**src/rtl/dmk_pkg.sv**
```systemverilog
// shared types and constants for the difference matte keyer
package dmk_pkg;

  // default channel width
  localparam int ChannelBitsDef = 16;

  // configuration port geometry
  localparam int ApbAddrW = 3;
  localparam int ApbDataW = 32;

  // register indexes, taken from paddr[2]
  localparam logic RegTolerance = 1'b0;
  localparam logic RegFalloff   = 1'b1;

  // how the final alpha is picked for one pixel
  typedef enum logic [1:0] {
    MODE_ZERO,
    MODE_RAMP,
    MODE_ALPHA
  } dmk_mode_e;

  // control that travels with each beat down the pipe
  typedef struct packed {
    logic      valid;
    dmk_mode_e mode;
  } dmk_ctl_t;

endpackage

```
**src/rtl/dmk_front.sv**
```systemverilog
// front end: channel differences, mean of three, threshold compare
module dmk_front #(
  parameter int ChBits = dmk_pkg::ChannelBitsDef
) (
  input  logic              clk_i,
  input  logic              rst_ni,
  input  logic              valid_i,
  output logic              ready_o,
  input  logic [ChBits-1:0] fg_red_i,
  input  logic [ChBits-1:0] fg_green_i,
  input  logic [ChBits-1:0] fg_blue_i,
  input  logic [ChBits-1:0] fg_alpha_i,
  input  logic [ChBits-1:0] bg_red_i,
  input  logic [ChBits-1:0] bg_green_i,
  input  logic [ChBits-1:0] bg_blue_i,
  input  logic [ChBits-1:0] tolerance_i,
  input  logic [ChBits-1:0] falloff_i,
  input  logic              ready_i,
  output dmk_pkg::dmk_ctl_t ctl_o,
  output logic [ChBits-1:0] alpha_o,
  output logic [ChBits-1:0] rem_o
);

  localparam int SumW     = ChBits + 2;
  localparam int DivShift = ChBits + 3;
  localparam int ProdW    = SumW + DivShift;
  // ceil(2^DivShift / 3), exact for every sum below 3 * 2^ChBits
  localparam longint unsigned RecipVal = ((64'd1 << DivShift) + 64'd2) / 64'd3;
  localparam logic [DivShift-1:0] Recip = DivShift'(RecipVal);

  function automatic logic [ChBits-1:0] abs_diff(input logic [ChBits-1:0] a,
                                                 input logic [ChBits-1:0] b);
    logic [ChBits-1:0] r;
    if (a > b) begin
      r = a - b;
    end else begin
      r = b - a;
    end
    return r;
  endfunction

  logic              s1_valid_q;
  logic [SumW-1:0]   s1_sum_q, s1_sum_d;
  logic [ChBits-1:0] s1_alpha_q;
  logic              s2_valid_q;
  logic [ChBits-1:0] s2_diff_q, s2_diff_d;
  logic [ChBits-1:0] s2_alpha_q;
  dmk_pkg::dmk_ctl_t s3_ctl_q, s3_ctl_d;
  logic [ChBits-1:0] s3_alpha_q;
  logic [ChBits-1:0] s3_rem_q, s3_rem_d;
  logic [ProdW-1:0]  prod;
  logic [ChBits:0]   upper;
  logic              s1_rdy, s2_rdy, s3_rdy;

  // ready chain, a bubble anywhere lets upstream move
  assign s3_rdy  = !s3_ctl_q.valid || ready_i;
  assign s2_rdy  = !s2_valid_q || s3_rdy;
  assign s1_rdy  = !s1_valid_q || s2_rdy;
  assign ready_o = s1_rdy;

  // sum of absolute channel differences
  assign s1_sum_d = SumW'(abs_diff(bg_red_i, fg_red_i))
                  + SumW'(abs_diff(bg_green_i, fg_green_i))
                  + SumW'(abs_diff(bg_blue_i, fg_blue_i));

  // divide by three through the reciprocal
  assign prod      = ProdW'(s1_sum_q) * ProdW'(Recip);
  assign s2_diff_d = prod[DivShift +: ChBits];

  // classify against tolerance and ramp end
  assign upper = {1'b0, tolerance_i} + {1'b0, falloff_i};
  always_comb begin
    s3_ctl_d.valid = s2_valid_q;
    s3_rem_d       = s2_diff_q - tolerance_i;
    priority if (s2_diff_q < tolerance_i) begin
      s3_ctl_d.mode = dmk_pkg::MODE_ZERO;
    end else if (({1'b0, s2_diff_q} < upper) && (falloff_i != '0)) begin
      s3_ctl_d.mode = dmk_pkg::MODE_RAMP;
    end else begin
      s3_ctl_d.mode = dmk_pkg::MODE_ALPHA;
    end
  end

  // stage valids
  always_ff @(posedge clk_i or negedge rst_ni) begin
    if (!rst_ni) begin
      s1_valid_q     <= 1'b0;
      s2_valid_q     <= 1'b0;
      s3_ctl_q.valid <= 1'b0;
      s3_ctl_q.mode  <= dmk_pkg::MODE_ZERO;
    end else begin
      if (s1_rdy) begin
        s1_valid_q <= valid_i;
      end
      if (s2_rdy) begin
        s2_valid_q <= s1_valid_q;
      end
      if (s3_rdy) begin
        s3_ctl_q <= s3_ctl_d;
      end
    end
  end

  // stage payloads
  always_ff @(posedge clk_i) begin
    if (s1_rdy && valid_i) begin
      s1_sum_q   <= s1_sum_d;
      s1_alpha_q <= fg_alpha_i;
    end
    if (s2_rdy && s1_valid_q) begin
      s2_diff_q  <= s2_diff_d;
      s2_alpha_q <= s1_alpha_q;
    end
    if (s3_rdy && s2_valid_q) begin
      s3_alpha_q <= s2_alpha_q;
      s3_rem_q   <= s3_rem_d;
    end
  end

  assign ctl_o   = s3_ctl_q;
  assign alpha_o = s3_alpha_q;
  assign rem_o   = s3_rem_q;

endmodule

```
**src/rtl/dmk_div_cell.sv**
```systemverilog
// one restoring divide cell: one quotient bit per cell
module dmk_div_cell #(
  parameter int ChBits = dmk_pkg::ChannelBitsDef
) (
  input  logic              clk_i,
  input  logic              rst_ni,
  input  dmk_pkg::dmk_ctl_t ctl_i,
  input  logic [ChBits-1:0] alpha_i,
  input  logic [ChBits-1:0] rem_i,
  input  logic [ChBits-1:0] quo_i,
  input  logic [ChBits-1:0] divisor_i,
  input  logic              ready_i,
  output logic              ready_o,
  output dmk_pkg::dmk_ctl_t ctl_o,
  output logic [ChBits-1:0] alpha_o,
  output logic [ChBits-1:0] rem_o,
  output logic [ChBits-1:0] quo_o
);

  dmk_pkg::dmk_ctl_t ctl_q;
  logic [ChBits-1:0] alpha_q;
  logic [ChBits-1:0] rem_q, rem_d;
  logic [ChBits-1:0] quo_q, quo_d;
  logic [ChBits:0]   rem2;
  logic [ChBits:0]   rem_sub;
  logic              fits;

  assign ready_o = !ctl_q.valid || ready_i;

  // shift in a zero numerator bit, subtract when it fits
  assign rem2    = {rem_i, 1'b0};
  assign rem_sub = rem2 - {1'b0, divisor_i};
  assign fits    = rem2 >= {1'b0, divisor_i};
  assign rem_d   = fits ? rem_sub[ChBits-1:0] : rem2[ChBits-1:0];
  assign quo_d   = {quo_i[ChBits-2:0], fits};

  always_ff @(posedge clk_i or negedge rst_ni) begin
    if (!rst_ni) begin
      ctl_q.valid <= 1'b0;
      ctl_q.mode  <= dmk_pkg::MODE_ZERO;
    end else if (ready_o) begin
      ctl_q <= ctl_i;
    end
  end

  always_ff @(posedge clk_i) begin
    if (ready_o && ctl_i.valid) begin
      alpha_q <= alpha_i;
      rem_q   <= rem_d;
      quo_q   <= quo_d;
    end
  end

  assign ctl_o   = ctl_q;
  assign alpha_o = alpha_q;
  assign rem_o   = rem_q;
  assign quo_o   = quo_q;

endmodule

```
**src/rtl/difference_matte_key_unit.sv**
```systemverilog
// input beat to valid_o: three front stages, one divide cell per quotient bit,
// one output register
// throughput: one pixel per cycle while the output is not stalled, set by the row of
// divide cells; a stalled output holds the pipe only as far back as there are no bubbles
// reset: asynchronous active-low, clears all beat valids and sets tolerance and falloff to 0
module difference_matte_key_unit #(
  parameter int CHANNEL_BITS = dmk_pkg::ChannelBitsDef
) (
  input  logic                         clk_i,
  input  logic                         rst_ni,
  // configuration port
  input  logic                         psel,
  input  logic                         penable,
  input  logic                         pwrite,
  input  logic [dmk_pkg::ApbAddrW-1:0] paddr,
  input  logic [dmk_pkg::ApbDataW-1:0] pwdata,
  output logic [dmk_pkg::ApbDataW-1:0] prdata,
  output logic                         pready,
  // pixel input
  input  logic                         valid_i,
  output logic                         stall_o,
  input  logic [CHANNEL_BITS-1:0]      fg_red_i,
  input  logic [CHANNEL_BITS-1:0]      fg_green_i,
  input  logic [CHANNEL_BITS-1:0]      fg_blue_i,
  input  logic [CHANNEL_BITS-1:0]      fg_alpha_i,
  input  logic [CHANNEL_BITS-1:0]      bg_red_i,
  input  logic [CHANNEL_BITS-1:0]      bg_green_i,
  input  logic [CHANNEL_BITS-1:0]      bg_blue_i,
  // matte output
  output logic                         valid_o,
  input  logic                         stall_i,
  output logic [CHANNEL_BITS-1:0]      matte_alpha_o
);

  localparam int NumCells = CHANNEL_BITS;

  logic [CHANNEL_BITS-1:0] tolerance_q;
  logic [CHANNEL_BITS-1:0] falloff_q;
  logic                    cfg_wr;

  dmk_pkg::dmk_ctl_t       ctl_w   [0:NumCells];
  logic [CHANNEL_BITS-1:0] alpha_w [0:NumCells];
  logic [CHANNEL_BITS-1:0] rem_w   [0:NumCells];
  logic [CHANNEL_BITS-1:0] quo_w   [0:NumCells];
  logic                    rdy_w   [0:NumCells];
  logic                    front_rdy;

  logic                    out_valid_q;
  logic [CHANNEL_BITS-1:0] matte_q, matte_d;
  logic                    out_rdy;

  // register writes and reads
  assign pready = 1'b1;
  assign cfg_wr = psel && penable && pwrite && pready;

  always_ff @(posedge clk_i or negedge rst_ni) begin
    if (!rst_ni) begin
      tolerance_q <= '0;
      falloff_q   <= '0;
    end else if (cfg_wr) begin
      unique case (paddr[2])
        dmk_pkg::RegTolerance: tolerance_q <= pwdata[CHANNEL_BITS-1:0];
        dmk_pkg::RegFalloff:   falloff_q   <= pwdata[CHANNEL_BITS-1:0];
        default: ;
      endcase
    end
  end

  always_comb begin
    prdata = '0;
    unique case (paddr[2])
      dmk_pkg::RegTolerance: prdata[CHANNEL_BITS-1:0] = tolerance_q;
      dmk_pkg::RegFalloff:   prdata[CHANNEL_BITS-1:0] = falloff_q;
      default: ;
    endcase
  end

  // front end
  dmk_front #(
    .ChBits(CHANNEL_BITS)
  ) u_front (
    .clk_i      (clk_i),
    .rst_ni     (rst_ni),
    .valid_i    (valid_i),
    .ready_o    (front_rdy),
    .fg_red_i   (fg_red_i),
    .fg_green_i (fg_green_i),
    .fg_blue_i  (fg_blue_i),
    .fg_alpha_i (fg_alpha_i),
    .bg_red_i   (bg_red_i),
    .bg_green_i (bg_green_i),
    .bg_blue_i  (bg_blue_i),
    .tolerance_i(tolerance_q),
    .falloff_i  (falloff_q),
    .ready_i    (rdy_w[0]),
    .ctl_o      (ctl_w[0]),
    .alpha_o    (alpha_w[0]),
    .rem_o      (rem_w[0])
  );

  assign stall_o  = !front_rdy;
  assign quo_w[0] = '0;

  // row of divide cells, MSB of the quotient first
  for (genvar k = 0; k < NumCells; k++) begin : g_cell
    dmk_div_cell #(
      .ChBits(CHANNEL_BITS)
    ) u_cell (
      .clk_i    (clk_i),
      .rst_ni   (rst_ni),
      .ctl_i    (ctl_w[k]),
      .alpha_i  (alpha_w[k]),
      .rem_i    (rem_w[k]),
      .quo_i    (quo_w[k]),
      .divisor_i(falloff_q),
      .ready_i  (rdy_w[k+1]),
      .ready_o  (rdy_w[k]),
      .ctl_o    (ctl_w[k+1]),
      .alpha_o  (alpha_w[k+1]),
      .rem_o    (rem_w[k+1]),
      .quo_o    (quo_w[k+1])
    );
  end

  // final pick, ramp capped at foreground alpha
  assign out_rdy         = !out_valid_q || !stall_i;
  assign rdy_w[NumCells] = out_rdy;

  always_comb begin
    unique case (ctl_w[NumCells].mode)
      dmk_pkg::MODE_ZERO:  matte_d = '0;
      dmk_pkg::MODE_RAMP:  matte_d = (quo_w[NumCells] < alpha_w[NumCells]) ?
                                     quo_w[NumCells] : alpha_w[NumCells];
      dmk_pkg::MODE_ALPHA: matte_d = alpha_w[NumCells];
      default:             matte_d = alpha_w[NumCells];
    endcase
  end

  // output register
  always_ff @(posedge clk_i or negedge rst_ni) begin
    if (!rst_ni) begin
      out_valid_q <= 1'b0;
    end else if (out_rdy) begin
      out_valid_q <= ctl_w[NumCells].valid;
    end
  end

  always_ff @(posedge clk_i) begin
    if (out_rdy && ctl_w[NumCells].valid) begin
      matte_q <= matte_d;
    end
  end

  assign valid_o       = out_valid_q;
  assign matte_alpha_o = matte_q;

`ifndef SYNTH
  // input only backs up when every stage is full and the output is held
  assert property (@(posedge clk_i) disable iff (!rst_ni)
    stall_o |-> (valid_o && stall_i))
    else $error("input stalled while the pipe has room");

  // a new output beat always comes from the last cell
  assert property (@(posedge clk_i) disable iff (!rst_ni)
    (out_rdy && !ctl_w[NumCells].valid) |=> !valid_o)
    else $error("output beat appeared without a source beat");

  // pixels below tolerance come out fully transparent
  assert property (@(posedge clk_i) disable iff (!rst_ni)
    (out_rdy && ctl_w[NumCells].valid && ctl_w[NumCells].mode == dmk_pkg::MODE_ZERO)
    |=> (valid_o && matte_alpha_o == '0))
    else $error("transparent pixel produced nonzero alpha");

  // a ramp beat reaching the end always carries a quotient within alpha after capping
  assert property (@(posedge clk_i) disable iff (!rst_ni)
    (out_rdy && ctl_w[NumCells].valid && ctl_w[NumCells].mode == dmk_pkg::MODE_RAMP)
    |=> (matte_alpha_o <= $past(alpha_w[NumCells])))
    else $error("ramp alpha exceeds foreground alpha");
`endif

endmodule
```
**config.mk**
```make
export PLATFORM = sky130hd
export DESIGN_NAME = difference_matte_key_unit
export DESIGN_NICKNAME = d
export VERILOG_FILES = /design/src/rtl/dmk_pkg.sv /design/src/rtl/dmk_front.sv /design/src/rtl/dmk_div_cell.sv /design/src/rtl/difference_matte_key_unit.sv
export SDC_FILE = /design/constraint.sdc
export NUM_CORES = 2
export LEC_CHECK = 0
export BUFFER_PORTS_ARGS = -buffer_cell sky130_fd_sc_hd__buf_2
export CORE_MARGIN = 2
export CORE_UTILIZATION = 57
export DETAILED_ROUTE_END_ITERATION = 12
export GPL_TIMING_DRIVEN = 1
export PLACE_DENSITY = 0.77
export SKIP_CTS_REPAIR_TIMING = 1
export SLEW_MARGIN = 20
export SYNTH_ARGS = -nofsm -noshare
export SYNTH_HDL_FRONTEND = slang
export SYNTH_SLANG_ARGS = --single-unit
```
**constraint.sdc**
```tcl
create_clock -name clk_i -period 5.7 [get_ports clk_i]
set_clock_uncertainty 0.05 [all_clocks]
set_input_delay 0.57 -clock clk_i [delete_from_list [all_inputs] [get_ports clk_i]]
set_output_delay 0.57 -clock clk_i [all_outputs]
set_load 0.005 [all_outputs]
```
### Word level (Yosys, flattened, before mapping)

Cells that the tools add are included.

| word-level totals | value |
|---|---|
| bits in registers | 832 |
| bits of input ports | 154 |
| output and inout port bits | 51 |
| word-level logic and storage cells | 250 |

| cells by class | value |
|---|---|
| add/subtract/negate cells | 25 |
| multiply operators | 1 |
| order comparisons | 22 |
| equality and inequality tests | 1 |
| multiplexer cells | 23 |
| bitwise logic cells | 1 |
| reduce and logical (&&, ||, !) cells | 69 |

Operators by type and width:

| cell | number |
|---|---|
| 16-bit subtractor | 22 |
| 16-bit two-way mux | 19 |
| 17-bit by 16-bit greater-or-equal comparator with 1-bit output | 16 |
| 16-bit case mux with 2 select lines | 2 |
| 16-bit > comparator | 3 |
| 18-bit by 18-bit multiplier with 35-bit output (second input constant) | 1 |
| 16-bit by 16-bit adder with 17-bit output | 2 |
| 16-bit less-than comparator | 2 |
| 1-bit logical AND | 23 |
| 1-bit zero test | 22 |
| 1-bit logical OR | 20 |
| 18-bit by 16-bit adder with 18-bit output | 1 |
| 16-bit by 17-bit less-than comparator with 1-bit output | 1 |
| 16-bit nonzero test | 1 |
| 2-bit two-way mux | 2 |
| 2-bit AND reduction | 2 |
| 2-bit by 1-bit equality test with 1-bit output (second input constant) | 1 |
| 2-bit zero test | 1 |
| 1-bit inverter | 1 |

### Logic depth before layout (Yosys ltp)

| depth | value |
|---|---|
| depth after elaboration | 22 |
| gate-level depth with buffers | 29 |

### Hierarchy

A second synthesis with hierarchy kept.

| second synthesis, totals | value |
|---|---|
| cell total of the unflattened synthesis | 5334 |
| area, all modules | 61959.4 sq um |

By module, submodules not included:

| module | instances | cells an instance | area an instance (sq um) |
|---|---|---|---|
| dmk_div_cell | 16 | 213 | 2691.3 |
| dmk_front | 1 | 1693 | 16021.6 |
| difference_matte_key_unit | 1 | 233 | 2876.5 |

### Worst setup path after synthesis

OpenSTA, ideal clock, no wires.

| timing | value |
|---|---|
| path kind | input -> register |
| start | in bg_green_i[0] |
| end | reg u_front.s1_sum_q[16], data pin |
| library setup time | 0.264 ns |
| arrival | 5.617 ns |
| data required time | 5.386 ns |
| slack | -0.231 ns |
| stages on the path | 26 |
| path buffers | 2 |
| cells stage by stage | inv_1 -> ha_1 -> inv_1 -> fa_1 -> a21o_1 -> a221oi_2 -> a211oi_2 -> o21bai_4 -> buf_2 -> buf_4 -> mux2_2 -> ha_1 -> a21o_1 -> a21oi_1 -> nand2b_1 -> a21oi_1 -> o41a_1 -> a211oi_1 -> xnor2_1 -> ha_1 -> or3_1 -> o31ai_1 -> o21ai_1 -> a21o_1 -> a21oi_1 -> xnor2_1 |

| between the ends | value |
|---|---|
| cells in the longest elaborated chain, start to end | 4 |

Ends and longest elaborated chain:

| item | RTL line | RTL |
|---|---|---|
| from (decl) | difference_matte_key_unit.sv:27 | `input logic [CHANNEL_BITS-1:0] bg_green_i,` |
| 16-bit subtractor, or another cell as far along | dmk_front.sv:37 | `r = b - a;` |
| 16-bit two-way mux * | dmk_front.sv:34 | `if (a > b) begin` |
| 16-bit by 16-bit adder with 17-bit output * | dmk_front.sv:63 | `+ SumW'(abs_diff(bg_green_i, fg_green_i))` |
| 18-bit by 16-bit adder with 18-bit output * | dmk_front.sv:64 | `+ SumW'(abs_diff(bg_blue_i, fg_blue_i));` |
| via u_front.s1_sum_d[16] | dmk_front.sv:43 | `logic [SumW-1:0] s1_sum_q, s1_sum_d;` |
| to (signal assigned) | dmk_front.sv:107 | `s1_sum_q <= s1_sum_d;` |
| to (decl) | dmk_front.sv:43 |  |

The timed path passes the listed nets; every way through them passes the cells marked *.
A chain may end at the register's enable or synchronous reset.

### Worst setup path in the final report

| timing | value |
|---|---|
| start | reg u_front.s1_sum_q[5] |
| end | reg u_front.s2_diff_q[15], data pin |

| between the ends | value |
|---|---|
| cells in the longest elaborated chain, start to end | 1 |

Ends and longest elaborated chain:

| item | RTL line | RTL |
|---|---|---|
| 18-bit by 18-bit multiplier with 35-bit output | dmk_front.sv:67 | `assign prod = ProdW'(s1_sum_q) * ProdW'(Recip);` |
| via u_front.prod[34] | dmk_front.sv:51 | `logic [ProdW-1:0] prod;` |
| to (signal assigned) | dmk_front.sv:111 | `s2_diff_q <= s2_diff_d;` |
| to (decl) | dmk_front.sv:46 | `logic [ChBits-1:0] s2_diff_q, s2_diff_d;` |

The timed path passes the listed nets, and every way through them passes these cells.

==> impl_metrics.yaml <==
critical_path:
  startpoint: "u_front.s1_sum_q[5]"
  crit_type: "flop to flop"
  worstPathArrival_ns: 6.18
  rrSetupSlack_ns: -0.14
  endpoint_kind: "flop"
  rr_endpoint: "u_front.s2_diff_q[15]"
  cp-start-kind: "flop"
  r2r_start: "u_front.s1_sum_q[5]"
  endpoint: "u_front.s2_diff_q[15]"
  critPathRequiredTime_ns: 6.03
  crit_fanout: 3
  rr_worst_depth: 20
drt:
  via_count: 37166
  remaining_drc_errors: 0
  drt-total-wl_mm: 121
  first_pass_iters: 6
  wire_per_inst_um: 18.7
  vias_per_cell: 5.76
  ant_nets: 0
  drt_iter0_drc: 2457
cells_and_area:
  diodes: 0
  fin_cells: 6451
  final_nets: 6010
  fin_area_um2: 60200
  layout-drive-gt1-share_pct: 14.0
  syn_to_final_growth_pct: 11.9
  fillers: 7145
status:
  status: "finished, violations left"
  violations: "setup timing"
sta:
  report.final.slew_viol_count: 0
  finalCritPeriodShare_pct: 103
  setup_viol: 6
  finalCriticalPeriod_ns: 5.84
  fin_ws_ns: -0.145
  fmax_ghz: 0.171
  worst_pin_slew_ns: 1.16
  hold_viol: 0
  rsz0062_at_grt: "true"
  slew_headroom_pct: 22.7
clock_tree:
  cts_max_level: 3
  cts_tree: "yes"
  clockBufferDepth: 3
  cts.sinks: 832
  cts_buffers: 85
  clk_latency_ns: 0.68
  path_clk_slew_ns: 0.06
  cts_root_buf: "clkbuf_16"
global_routing:
  grt-ovfl-total: 0
  grt_use_total_pct: 24.5
  grt_pass1_vias: 36871
  grt_max_degree: 65
  antenna_found_initial: 0
  grt_pass1_wl_mm: 191
min_path:
  hold_class: "input pin to flop"
floorplan:
  core_um2: 93500
  start_util_pct: 57.6
  rows: 112
  num_io_pins: 205
  dieHeight_um: 311
  die_x_um: 311
  die-area_um2: 96900
yosys:
  synth_edf_count: 746
  ys_seq_area_share_pct: 45.6
  avgSynthCellArea_um2: 11.2
  synthMuxAreaShare_pct: 3.04
  synth_compound_area_share_pct: 13.3
  yosys-top-cells-count: "746 x edfxtp_1, 594 x ha_1, 488 x inv_1, 348 x a21oi_1, 332 x nor2_1"
  synth_seq_cells: 832
  yosysTopAreaCellShare_pct: 41.6
  syn_inst: 4798
  syn_area_um2: 53800
  synth.most_common_cell: "edfxtp_1"
  synth_adder_area_share_pct: 18.8
  synth_area_leaders: "edfxtp_1 42%, ha_1 14%, fa_1 5.0%, dfrtp_1 4.0%, inv_1 3.4%"
  async_flop_share_pct: 10.3
  synth_cell_types: 102
  synth_simple_gate_area_share_pct: 10.4
  synth_top_family_by_area: "adder cells"
  yosysWarnings: 0
  synth_xor_area_share_pct: 4.21
  synthFlopType: "edfxtp_1"
  yosysTopAreaCell: "edfxtp_1"
run:
  drv_cap: 0
place:
  io_buffer_count: 169
  place_congestion: 0.928
  placed_area_um2: 57100
  dp.cells: 6286
  place_hpwl_mm: 90.1
-- routing by layer --
metal	vias up	track usage, %	part of all wire (%)
li1	18088	-	-
met1	17846	30.3	41
met2	981	44.4	51
met3	251	2.74	4.8
met4	0	8.57	3.3
met5	-	0	0
-- layout by cell type, fill, tap and decap left out, types with 89 or more instances in the layout --
| cell | synthesis | layout |
|---|---|---|
| xnor2_1 | 157 | 157 |
| xor2_1 | 102 | 102 |
| buf_2 | 45 | 168 |
| fa_1 | 135 | 132 |
| nor2_1 | 332 | 332 |
| nand4_1 | 89 | 89 |
| nand2_1 | 196 | 196 |
| inv_1 | 488 | 483 |
| edfxtp_1 | 746 | 746 |
| a21o_1 | 150 | 150 |
| ha_1 | 594 | 581 |
| mux2_2 | 122 | 121 |
| o21ai_0 | 171 | 166 |
| a21oi_1 | 348 | 342 |
| nand3_1 | 99 | 98 |
| nor3_1 | 118 | 116 |
| buf_4 | 25 | 166 |
-- layout make-up --
cell class | count | area [um^2] | area share [%]
multi-input combinational | 3377 | 27300 | 45.2
sequential | 832 | 24600 | 40.8
clock buffer | 105 | 2230 | 3.71
timing repair buffer | 339 | 2170 | 3.60
inverter | 492 | 1850 | 3.07
tap | 1254 | 1570 | 2.61
clock inverter | 52 | 606 | 1.01
-- registers in the layout, indices dropped and copies added, names as in the netlist --
register / flops
u_front.s1_alpha_q: 16
u_front.s1_sum_q: 18
u_front.rem_o: 16
falloff_q: 16
g_cell.u_cell.ctl_o: 48
g_cell.u_cell.quo_o: 136
u_front.s1_valid_q: 1
g_cell.u_cell.alpha_o: 256
u_front.s2_diff_q: 16
tolerance_q: 16
u_front.s2_alpha_q: 16
u_front.alpha_o: 16
valid_o: 1
u_front.ctl_o: 3
u_front.s2_valid_q: 1
matte_alpha_o: 16
g_cell.u_cell.rem_o: 240
-- through the flow --
step / utilization [%] / setup TNS [ns] / setup WS (ns) / hold WS (ns)
2_1_floorplan: - / -0.00959 / -0.00959 / 0.224
3_3_place_gp: 61.0 / -1.35 / -0.245 / 0.350
3_5_place_dp: 61.0 / -2.12 / -0.299 / 0.355
4_1_cts: 64.1 / -1.81 / -0.363 / -0.263
5_1_grt: 64.4 / -1.87 / -0.332 / 0.0143
6_report: 64.4 / -0.498 / -0.145 / 0.0366
-- worst min path at each step --
stage,startpoint,to,slack [ns],cells after the start
6_report,fg_alpha_i[11],u_front.s1_alpha_q[11],0.04,1
5_1_grt,fg_alpha_i[6],u_front.s1_alpha_q[6],0.01,1
4_1_cts,rst_ni,falloff_q[9],-0.26,1
3_5_place_dp,u_front.alpha_o[5],g_cell[0].u_cell.alpha_o[5],0.35,0
3_3_place_gp,g_cell[12].u_cell.alpha_o[0],g_cell[13].u_cell.alpha_o[0],0.35,0
2_1_floorplan,rst_ni,falloff_q[0],0.22,0
-- cell families (layout without fill, tap and decap cells) --
kind of cell	Yosys count	count (layout)
AOI/OAI and AO/OA	1101	1101
muxes	147	147
DFF	832	832
xor gates and xnor gates	259	259
and+or+nand+nor	1124	1124
other	2	17
adders and majority gates	729	729
buffers and inverters	604	988
-- critical path, stage by stage, from the launching register on --
cell,delay [ns]
edfxtp_1,0.46
ha_1,0.36
inv_2,0.05
fa_1,0.51
inv_2,0.04
fa_1,0.47
fa_1,0.53
inv_2,0.04
fa_1,0.46
fa_1,0.54
inv_2,0.06
ha_4,0.23
a21o_1,0.16
a21oi_2,0.15
o21ai_2,0.07
or3_4,0.34
o22ai_4,0.16
o21ai_2,0.10
or4_4,0.51
a31oi_4,0.17
xnor2_1,0.09
Power is left out: the tool's default activity adds up to more than one toggle a clock period on the data nets, which glitch-free logic cannot reach.
